### config.mk
export PLATFORM = sky130hd
export DESIGN_NAME = cbs_prep
export DESIGN_NICKNAME = d
export VERILOG_FILES = /design/src/rtl/cbs_pkg.sv /design/src/rtl/cbs_prep.sv
export SDC_FILE = /design/constraint.sdc
export NUM_CORES = 1
export LEC_CHECK = 0
export BUFFER_PORTS_ARGS = -buffer_cell sky130_fd_sc_hd__buf_2
export CAP_MARGIN = 20
export CORE_AREA = 2 2 216 218
export DETAILED_ROUTE_END_ITERATION = 7
export DIE_AREA = 0 0 218 220
export GPL_ROUTABILITY_DRIVEN = 1
export PLACE_DENSITY = 0.68
export SYNTH_ARGS = -nofsm -noshare
export SYNTH_HDL_FRONTEND = slang
export SYNTH_SLANG_ARGS = --single-unit
### constraint.sdc
create_clock -name clock -period 10.6 [get_ports clock]
set_input_delay 0.53 -clock clock [delete_from_list [all_inputs] [get_ports clock]]
set_output_delay 0.53 -clock clock [all_outputs]
set_load 0.02 [all_outputs]
### src/rtl/cbs_pkg.sv
package cbs_pkg;

   // Default coordinate width: signed fixed point, 16 fraction bits by default.
   localparam int COORD_WIDTH_DEF = 32;

   // Default number of fraction bits of the split parameter t.
   localparam int T_BITS_DEF = 16;

   // Every item carries one curve in two dimensions.
   localparam int AXES = 2;
   localparam int AXIS_X = 0;
   localparam int AXIS_Y = 1;

endpackage

### src/rtl/cbs_prep.sv
module cbs_prep import cbs_pkg::*; #(
   parameter int COORD_WIDTH = COORD_WIDTH_DEF,
   parameter int T_BITS = T_BITS_DEF,
   parameter int VAL_W = COORD_WIDTH + 1
) (
   input  logic                          clock,
   input  logic                          reset,
   input  logic                          in_valid,
   output logic                          in_ready,
   input  logic [T_BITS:0]               in_t,
   input  logic signed [COORD_WIDTH-1:0] in_start [AXES],
   input  logic signed [COORD_WIDTH-1:0] in_start_out [AXES],
   input  logic signed [COORD_WIDTH-1:0] in_end_pt [AXES],
   input  logic signed [COORD_WIDTH-1:0] in_end_in [AXES],
   output logic                          out_valid,
   input  logic                          out_ready,
   output logic [T_BITS:0]               out_t,
   output logic signed [VAL_W-1:0]       out_p0 [AXES],
   output logic signed [VAL_W-1:0]       out_c1 [AXES],
   output logic signed [VAL_W-1:0]       out_c2 [AXES],
   output logic signed [VAL_W-1:0]       out_p3 [AXES]
);

   localparam logic [T_BITS:0] T_ONE = (T_BITS + 1)'(1) << T_BITS;

   logic                   valid_ff, valid_in;
   logic [T_BITS:0]        t_ff, t_in;
   logic signed [VAL_W-1:0] p0_ff [AXES];
   logic signed [VAL_W-1:0] c1_ff [AXES];
   logic signed [VAL_W-1:0] c2_ff [AXES];
   logic signed [VAL_W-1:0] p3_ff [AXES];
   logic signed [VAL_W-1:0] p0_in [AXES];
   logic signed [VAL_W-1:0] c1_in [AXES];
   logic signed [VAL_W-1:0] c2_in [AXES];
   logic signed [VAL_W-1:0] p3_in [AXES];

   // The stage takes a new item whenever it is empty or its item moves on.
   assign in_ready = !valid_ff || out_ready;
   assign valid_in = in_ready ? in_valid : valid_ff;

   // A parameter above one is clamped to exactly one.
   always_comb begin
      if (in_t > T_ONE) begin
         t_in = T_ONE;
      end else begin
         t_in = in_t;
      end
   end

   // Handle offsets become absolute control points, one bit wider than a coordinate.
   always_comb begin
      for (int ax = 0; ax < AXES; ax++) begin
         p0_in[ax] = VAL_W'(in_start[ax]);
         p3_in[ax] = VAL_W'(in_end_pt[ax]);
         c1_in[ax] = VAL_W'(in_start[ax]) + VAL_W'(in_start_out[ax]);
         c2_in[ax] = VAL_W'(in_end_pt[ax]) + VAL_W'(in_end_in[ax]);
      end
   end

   always_ff @(posedge clock) begin
      if (reset) begin
         valid_ff <= 1'b0;
      end else begin
         valid_ff <= valid_in;
      end
   end

   always_ff @(posedge clock) begin
      if (in_ready && in_valid) begin
         t_ff  <= t_in;
         p0_ff <= p0_in;
         c1_ff <= c1_in;
         c2_ff <= c2_in;
         p3_ff <= p3_in;
      end
   end

   assign out_valid = valid_ff;
   assign out_t     = t_ff;
   assign out_p0    = p0_ff;
   assign out_c1    = c1_ff;
   assign out_c2    = c2_ff;
   assign out_p3    = p3_ff;

endmodule

==> results_dict.tcl <==
set metrics [dict create \
    status "finished clean" \
    synth_top_family_by_area "compound AO/OA/AOI/OAI gates" \
    crit_path_end_kind "flop" \
    first_global_vias 12103 \
    area_growth_pct 31.0 \
    place_hpwl_um 36500 \
    layout.cells.non_filler 2402 \
    clk_pin_slew_ns 0.06 \
    period_needed_ns 3.22 \
    die_area_um2 48000 \
    fin_setup_tns_ns 0 \
    cp_cell_sequence "buf_2 -> ha_1 -> fa_1 -> a211oi_1 -> o21ai_1 -> o2111ai_1 -> a31oi_2 -> a31oi_1 -> o21ai_2 -> a2111oi_0 -> nor3b_1" \
    cts_tree "yes" \
    drt_first_pass_iters 5 \
    worst_ir_drop_vdd_v 0.000137 \
    cp_slowest_cell "a31oi_1" \
    core_um2 45900 \
    synth_cell_types 81 \
    drc 0 \
    postSynthAreaPerCell_um2 12.6 \
    synth_flop_cell "edfxtp_1" \
    io_buffer_count 559 \
    hold_violations 0 \
    die-width_um 218 \
    start_util 0.326 \
    multi_input_area_um2 6380 \
    clk_path_buf_depth 3 \
    synthXorXnorAreaFrac 0.0657 \
    synthesis.area_um2 14900 \
    rsz0062_at_grt "false" \
    dr.first_iter.drc_count 724 \
    seq_area_frac_synth 0.558 \
    numCtsBuffers 34 \
    yosysWarnings 0 \
    grt_pass1_wl_um 67200 \
    dp_cells 2335 \
    post_cts_resized 0 \
    num_rows 79 \
    overflow 0 \
    synthesis.nets 1594 \
    die_y_um 220 \
    wl_per_cell_um 18.9 \
    io_pins 560 \
    ant_nets 0 \
    muxShareOfSynthArea 0.00134 \
    grt_util_all_layers 0.181 \
    avgViaCountPerCell 5.01 \
    yosys.area_share.simple 0.0876 \
    vias 12041 \
    totalWireLength_um 45300 \
    clockRootBuffer "clkbuf_16" \
    fmax_mhz 311 \
    p_leak_nw 8.49 \
    setup_viol 0 \
    fillers 4340 \
    drive_gt1_frac 0.360 \
    critPathBufInv 1 \
    place_congestion 0.899 \
    clock_sink_count 278 \
    register_area_um2 8340 \
    power_density_nw_per_um2 170 \
    grt_start_max_net_pins 74 \
    h-tree-depth 2 \
    nets 2173 \
    synthAdderAreaFrac 0.113 \
    final_core_util 0.427 \
    finalCritPeriodShare 0.303 \
    worst_ep_arrival_time_ns 3.48 \
    synth_top_cell_by_area "edfxtp_1" \
    post_cts.repair.setup_buffers 0 \
    hold_path_class "input pin to flop" \
    yosys-top-cells-area "edfxtp_1 56%, ha_1 11%, xnor2_1 4.5%" \
    async_flop_share 0 \
    syn_inst 1185 \
    drv_slew 0 \
    relSlewSlack 0.332 \
    path_class "input pin to flop" \
    maxCapViolations 0 \
    clk_latency_ns 0.53 \
    ys_ff_latch 278 \
    grt_antenna_before_repair 16 \
    cts_hold_buf 0 \
    synth_edf_count 277 \
    synth_compound_area_frac 0.159 \
    cp.required_ns 10.86 \
    critPathMaxFanout 4 \
    clock_skew_ns 0.0151 \
    final_cell_area_um2 19600 \
    worst_pin_slew_ns 1.00 \
    cp_top_family "compound AO/OA/AOI/OAI gates" \
    synth_top_area_share 0.557 \
    worstSetupStartpointType "input pin" \
    placed_area_um2 18400 \
    slowest_delay_ns 0.50 \
]
sequential cells by signal, summed over array words and instances, names as in the netlist:
register	flops
out_c1	66
out_c2	66
out_p0	64
out_p3	64
out_t	17
out_valid	1
cells by family (layout without fill, tap and decap cells):
logic type	Yosys count	count (layout)
AOI/OAI and AO/OA	343	343
and+or+nand+nor	262	262
DFF	278	278
xor gates and xnor gates	112	112
adders and majority gates	132	132
muxes	2	2
other	0	7
buffers and inverters	56	659
cell usage in the layout, fill, tap and decap left out, types with 7 or more instances in the layout:
cell       count
a211oi_1       8
a21o_1        58
a21oi_1      112
a31oi_1       12
and2_1         9
and3_1        12
buf_2        559
clkbuf_16     37
diode_2        7
edfxtp_1     277
ha_1         128
inv_1         35
nand2_1       61
nand2b_1      13
nand3_1       26
nand4_1       20
nor2_1        60
nor2b_1       29
nor3_1        12
o211ai_1      10
o21ai_0       29
o21ai_1       27
o21bai_1      13
xnor2_1       76
xor2_1        36
worst paths after layout:
check | to | from | depth (start not counted) | slack, ns
setup / recovery | out_c2[63] | in_end_pt[32] | 11 | 7.38
setup reg to reg | out_c1[29] | out_valid | 4 | 7.58
hold reg to reg | out_valid | out_valid | 2 | 0.55
hold / removal | out_valid | reset | 2 | 0.16
metal layers:
layer	share of wire	GRT usage
met5	0.0026	0
met1	0.38	0.202
met3	0.088	0.0642
met2	0.50	0.320
met4	0.029	0.0630
synthesized netlist by cell type, drive strengths merged, types with 16 or more instances:
cell,number
a21o,58
a21oi,115
clkbuf,16
edfxtp,277
ha,128
inv,36
nand2,61
nand3,26
nand4,20
nor2,60
nor2b,29
o21ai,58
xnor2,76
xor2,36
final cells by class:
type / count / share of cell area
flip-flops and latches: 278 / 0.426
clock buffers: 43 / 0.0485
well taps: 607 / 0.0388
inverters: 36 / 0.00691
diodes: 7 / 0.000895
clock inverters: 17 / 0.00831
repair buffers: 563 / 0.145
multi-input cells: 851 / 0.326
metrics by stage:
| step | hold slack (ns) | total power [W] | setup slack [ns] |
|---|---|---|---|
| finish | 0.165 | 0.00333 | 7.38 |
| global route | 0.131 | 0.00348 | 7.29 |
| CTS | 0.123 | 0.00337 | 7.45 |
| detailed placement | 0.540 | 0.00218 | 6.88 |
| global placement | 0.520 | 0.00217 | 6.97 |
| floorplan | 0.599 | 0.00192 | 2.82 |
worst reg2reg max path, delay by kind of cell (launching register included):
kind / cells / cell delay, ns
buffers and inverters: 2 / 1.66
DFF: 1 / 0.32
and+or+nand+nor: 2 / 0.63
power breakdown:
group	switching, W	leakage, nW	internal, W	total (W)
Sequential	0.0000265	2.69	0.00135	0.00138
Combinational	0.000492	5.26	0.000289	0.000780
Clock	0.000464	0.542	0.000706	0.00117
No activity file was read; power rests on OpenSTA's default activity.
