==> src/rtl/cbs_pkg.sv <==
package cbs_pkg;

   // Default coordinate width: signed fixed point, 16 fraction bits by default.
   localparam int COORD_WIDTH_DEF = 32;

   // Default number of fraction bits of the split parameter t.
   localparam int T_BITS_DEF = 16;

   // Every item carries one curve in two dimensions.
   localparam int AXES = 2;
   localparam int AXIS_X = 0;
   localparam int AXIS_Y = 1;

endpackage

==> src/rtl/cbs_sat.sv <==
module cbs_sat import cbs_pkg::*; #(
   parameter int COORD_WIDTH = COORD_WIDTH_DEF,
   parameter int VAL_W = COORD_WIDTH + 1
) (
   input  logic                          clock,
   input  logic                          reset,
   input  logic                          in_valid,
   output logic                          in_ready,
   input  logic signed [VAL_W-1:0]       in_mid [AXES],
   input  logic signed [VAL_W-1:0]       in_r0 [AXES],
   input  logic signed [VAL_W-1:0]       in_r1 [AXES],
   output logic                          out_valid,
   input  logic                          out_ready,
   output logic signed [COORD_WIDTH-1:0] out_pt [AXES],
   output logic signed [COORD_WIDTH-1:0] out_din [AXES],
   output logic signed [COORD_WIDTH-1:0] out_dout [AXES]
);

   localparam int DIFF_W = VAL_W + 1;
   localparam logic signed [COORD_WIDTH-1:0] COORD_MAX = {1'b0, {(COORD_WIDTH - 1){1'b1}}};
   localparam logic signed [COORD_WIDTH-1:0] COORD_MIN = {1'b1, {(COORD_WIDTH - 1){1'b0}}};

   logic                          valid_ff, valid_in;
   logic signed [COORD_WIDTH-1:0] pt_ff [AXES];
   logic signed [COORD_WIDTH-1:0] din_ff [AXES];
   logic signed [COORD_WIDTH-1:0] dout_ff [AXES];
   logic signed [COORD_WIDTH-1:0] pt_in [AXES];
   logic signed [COORD_WIDTH-1:0] din_in [AXES];
   logic signed [COORD_WIDTH-1:0] dout_in [AXES];

   // Clamp a wide value into the coordinate range: it fits when all bits above
   // the coordinate's sign bit equal that sign bit.
   function automatic logic signed [COORD_WIDTH-1:0] saturate(
      input logic signed [DIFF_W-1:0] v
   );
      logic [DIFF_W-COORD_WIDTH:0] top;
      top = v[DIFF_W-1:COORD_WIDTH-1];
      if ((&top) || !(|top)) begin
         return v[COORD_WIDTH-1:0];
      end else if (v[DIFF_W-1]) begin
         return COORD_MIN;
      end else begin
         return COORD_MAX;
      end
   endfunction

   // Output register: new handles as offsets from the point on the curve.
   assign in_ready = !valid_ff || out_ready;
   assign valid_in = in_ready ? in_valid : valid_ff;

   always_comb begin
      for (int ax = 0; ax < AXES; ax++) begin
         pt_in[ax]   = saturate(DIFF_W'(in_mid[ax]));
         din_in[ax]  = saturate(DIFF_W'(in_r0[ax]) - DIFF_W'(in_mid[ax]));
         dout_in[ax] = saturate(DIFF_W'(in_r1[ax]) - DIFF_W'(in_mid[ax]));
      end
   end

   always_ff @(posedge clock) begin
      if (reset) begin
         valid_ff <= 1'b0;
      end else begin
         valid_ff <= valid_in;
      end
   end

   always_ff @(posedge clock) begin
      if (in_ready && in_valid) begin
         pt_ff   <= pt_in;
         din_ff  <= din_in;
         dout_ff <= dout_in;
      end
   end

   assign out_valid = valid_ff;
   assign out_pt    = pt_ff;
   assign out_din   = din_ff;
   assign out_dout  = dout_ff;

endmodule
==> config.mk <==
export PLATFORM = sky130hd
export DESIGN_NAME = cbs_sat
export DESIGN_NICKNAME = d
export VERILOG_FILES = /design/src/rtl/cbs_pkg.sv /design/src/rtl/cbs_sat.sv
export SDC_FILE = /design/constraint.sdc
export NUM_CORES = 1
export LEC_CHECK = 0
export ABC_CLOCK_PERIOD_IN_PS = 7700
export BUFFER_PORTS_ARGS = -buffer_cell sky130_fd_sc_hd__buf_4
export CORE_UTILIZATION = 42
export CTS_CLUSTER_DIAMETER = 30
export DETAILED_ROUTE_END_ITERATION = 10
export GPL_TIMING_DRIVEN = 0
export PLACE_DENSITY_LB_ADDON = 0.25
export SYNTH_ARGS = -nofsm -noshare
export SYNTH_HDL_FRONTEND = slang
export SYNTH_SLANG_ARGS = --single-unit
==> constraint.sdc <==
create_clock -name clock -period 7.7 [get_ports clock]
set_input_delay 1.54 -clock clock [delete_from_list [all_inputs] [get_ports clock]]
set_output_delay 1.54 -clock clock [all_outputs]
set_load 0.02 [all_outputs]
==> parameters.txt <==
Parameter                              Value

Clocking
  Reg clk slew, reported paths    0.07 ns
  Number of H-tree levels    4
  Number of gates resized after cts    0
  CTS buffer count    17
  Buffers inserted during post-CTS setup optimization    0
  Max clock buf depth    2
  Library cell used as clock root buffer    clkbuf_16
  CTS sink count    193
  CTS tree    done
  Clock network latency to the later pin of the worst-skew pair    0.46 ns
  CTS hold repair buffers    0

Place
  Count of buffers inserted at the top-level ports    395
  Total placed cells including tap cells    2225
  Estimated wirelength of the detail-placed design    33.7 mm
  Weighted congestion reported at the end of routability-driven placement    0.868
  Setup slack after placement    1.90 ns

Timing
  Total Neg Setup Slack    0 ns
  Count of endpoints failing hold in the final timing report    0
  Remaining max-slew budget at the tightest pin    0.562
  Least-Margin Pin Slew    0.652 ns
  Final Max Slew Viols    0
  Maximum clock frequency    183 MHz
  Setup skew after layout    0.0133 ns
  Final Critical Period    5.45 ns
  Crit path setup slack, layout    2.25 ns
  Setup violations, final    0
  Unrepaired setup endpoints after global routing    no
  Ratio of final minimum period to clock period    0.708

Floorplanning
  Die height    185 um
  Initial core utilization    0.429
  Row Count    66
  I/O pin count    396
  Width of the chip    185 um
  Floorplan core area    32700 sq um
  Die Outline Area    34200 sq um

Layout
  Synth-to-layout area growth    29.7%
  Final standard cell count with taps included and fillers excluded    2257
  Number of filler cells placed in the layout    2986
  Number of diodes    0
  Nets@finish    2144
  FF+latch area    5790 sq um
  End-of-flow core utilization    0.557
  Multi-input gate area    7600 sq um
  Ratio of cells with drive above 1 in the final layout    0.285

Critical path
  Sort of element at the start of the critical path    primary input
  Category of the worst setup path capture point    register
  Crit path required time    7.89 ns
  Critical path fanouts, max    10
  Type of the worst setup path    primary input to register
  Critical path data arrival time    5.65 ns
  Worst Reg2Reg Path Length in Cells    4

Global routing
  Antenna violations before repair    0
  Wire length of the first global-routing pass    62.6 mm
  Global route hottest layer    met2
  Global routing usage on met1    0.327
  Global route total overflow    0
  Pin count of the biggest net entering global routing    67
  GRT met2 Usage    0.377
  Via count of the first global-routing pass    11700
  Global-route usage over all layers    0.240
  Met3 Use GR    0.0415

Outcome
  Run status    finished, final reports clean

Synthesis
  Synthesized-area fraction occupied by ao, oa, aoi and oai cells    0.262
  Average size of a mapped cell    10.1 sq um
  Share of the synthesized area in the top cell type    0.411
  Post-synth design cell area    14000 sq um
  Main combinational cell family by area after synthesis    compound AO/OA/AOI/OAI gates
  Multiplexer share of the synthesized area    0.000713
  Post-synthesis instance total    1385
  Arithmetic-cell share of the synthesized area counting full adders, half adders and majority gates    0.127
  Sequential-to-total area share from yosys stat    0.412
  Library cell occupying the most area in the post-synthesis netlist    edfxtp_1
  Post-synth EDFFs    192
  Flip-flop and latch count after synthesis    193
  Distinct cells, synth    79
  Dominant register cell in the synthesized netlist    edfxtp_1
  Post-Synthesis Net Count    1727
  Synthesized-area fraction occupied by xor and xnor cells    0.0729
  Simple-gate area share of the yosys netlist    0.0781
  Number of warnings printed during yosys synthesis    0
  Share of flip-flops with an asynchronous set or reset after synthesis    0
  Dominant cells by area after synthesis    edfxtp_1 41%, ha_1 12%, a21oi_1 5.6%, a21o_1 5.3%, xor2_1 3.9%

Routing
  Via density per instance    5.41
  # DRC    0
  Final wirelength    41.1 mm
  First-pass DRT Iterations    5
  WL per Instance    18.2 um
  Starting DRT DRC Count    746
  DR vias    12200
  Count of antenna-violating nets left after detailed routing    0

Pwr
  Worst-case vdd ir drop    0.144 mV
  Static power due to leakage    8.15 nW
  Sum of internal, switching and leakage power    3.75 mW
  Power per unit of standard cell area    206 nW/um^2

Hold path
  Worst hold path depth    2
  Worst hold path type    register to register

Job
  Max-cap violation count    0
## layer usage
layer	share of wire	up-vias
met5	0	-
met4	0.032	0
met3	0.057	50
met2	0.45	375
met1	0.46	5775
li1	-	6010
## layout make-up
type                    count  share of cell area
multi-input cells        1041               0.417
flip-flops and latches    193               0.318
repair buffers            398               0.167
well taps                 442              0.0304
clock buffers              17              0.0234
inverters                 101              0.0208
plain buffers              50              0.0155
clock inverters            15             0.00790
## worst max-delay path: stages
cell and delay [ns]:
buf_4 0.11, inv_1 0.07, ha_1 0.17, inv_1 0.05
fa_1 0.41, a211oi_1 0.42, o21ai_1 0.15, a31o_2 0.29
a211oi_1 0.46, o31ai_1 0.27, nor2b_1 0.32, o311ai_1 0.15
xor2_1 0.17, a21oi_1 0.53, buf_2 0.38, o21ai_1 0.13
## Yosys cell counts (all sizes together) (3+ instances only)
library cell / number
a211oi: 13
a21boi: 4
a21o: 101
a21oi: 158
a221oi: 5
a311oi: 5
a31o: 4
a31oi: 13
a41oi: 5
and2: 6
and3: 10
and4: 6
buf: 23
clkbuf: 26
edfxtp: 192
fa: 4
ha: 136
inv: 101
nand2: 75
nand2b: 5
nand3: 18
nand4: 9
nor2: 41
nor2b: 21
nor3: 11
nor4: 3
o2111ai: 3
o211ai: 9
o21a: 18
o21ai: 178
o21bai: 18
o31ai: 10
or2: 8
or3: 3
xnor2: 53
xor2: 63
## placed cells by master (no fill, tap or decap), types with 52 or more instances in the layout
cell type / n
nand2_1: 75
a21o_1: 100
xnor2_1: 52
buf_4: 396
ha_1: 136
a21oi_1: 156
o21ai_1: 105
inv_1: 100
xor2_1: 63
edfxtp_1: 192
## through the flow
| stage | hold slack [ns] | area, sq um |
|---|---|---|
| 2_1_floorplan | 0.729 | 14000 |
| 3_3_place_gp | 0.497 | 17600 |
| 3_5_place_dp | 0.530 | 17600 |
| 4_1_cts | 0.543 | 18200 |
| 5_1_grt | 0.565 | 18200 |
| 6_report | 0.538 | 18200 |
## cells by family after synthesis
group | Yosys count
muxes | 1
DFF | 193
AOI/OAI and AO/OA | 564
buffers and inverters | 151
xor gates and xnor gates | 116
adders and majority gates | 140
and+or+nand+nor | 220
## final timing paths
kind,startpoint,to,slack (ns)
worst max-delay path,in_r0[0],out_din[27]$_DFFE_PP_,2.25
worst min-delay path,out_valid$_SDFFE_PP0N_,out_valid$_SDFFE_PP0N_,0.54
worst max register to register,out_valid$_SDFFE_PP0N_,out_pt[29]$_DFFE_PP_,5.92
worst min register to register,out_valid$_SDFFE_PP0N_,out_valid$_SDFFE_PP0N_,0.54
## sequential cells by signal (all words and copies together) (netlist names)
signal,flops
out_dout,64
out_valid,1
out_pt,64
out_din,64
## where the power goes
group,internal [mW],switching [mW],leakage (nW)
Sequential,1.36,0.0444,1.81
Clock,0.432,0.453,0.280
Combinational,0.606,0.852,6.06
Total,2.40,1.35,8.15
Note: power is estimated with default switching activity, not from simulation.
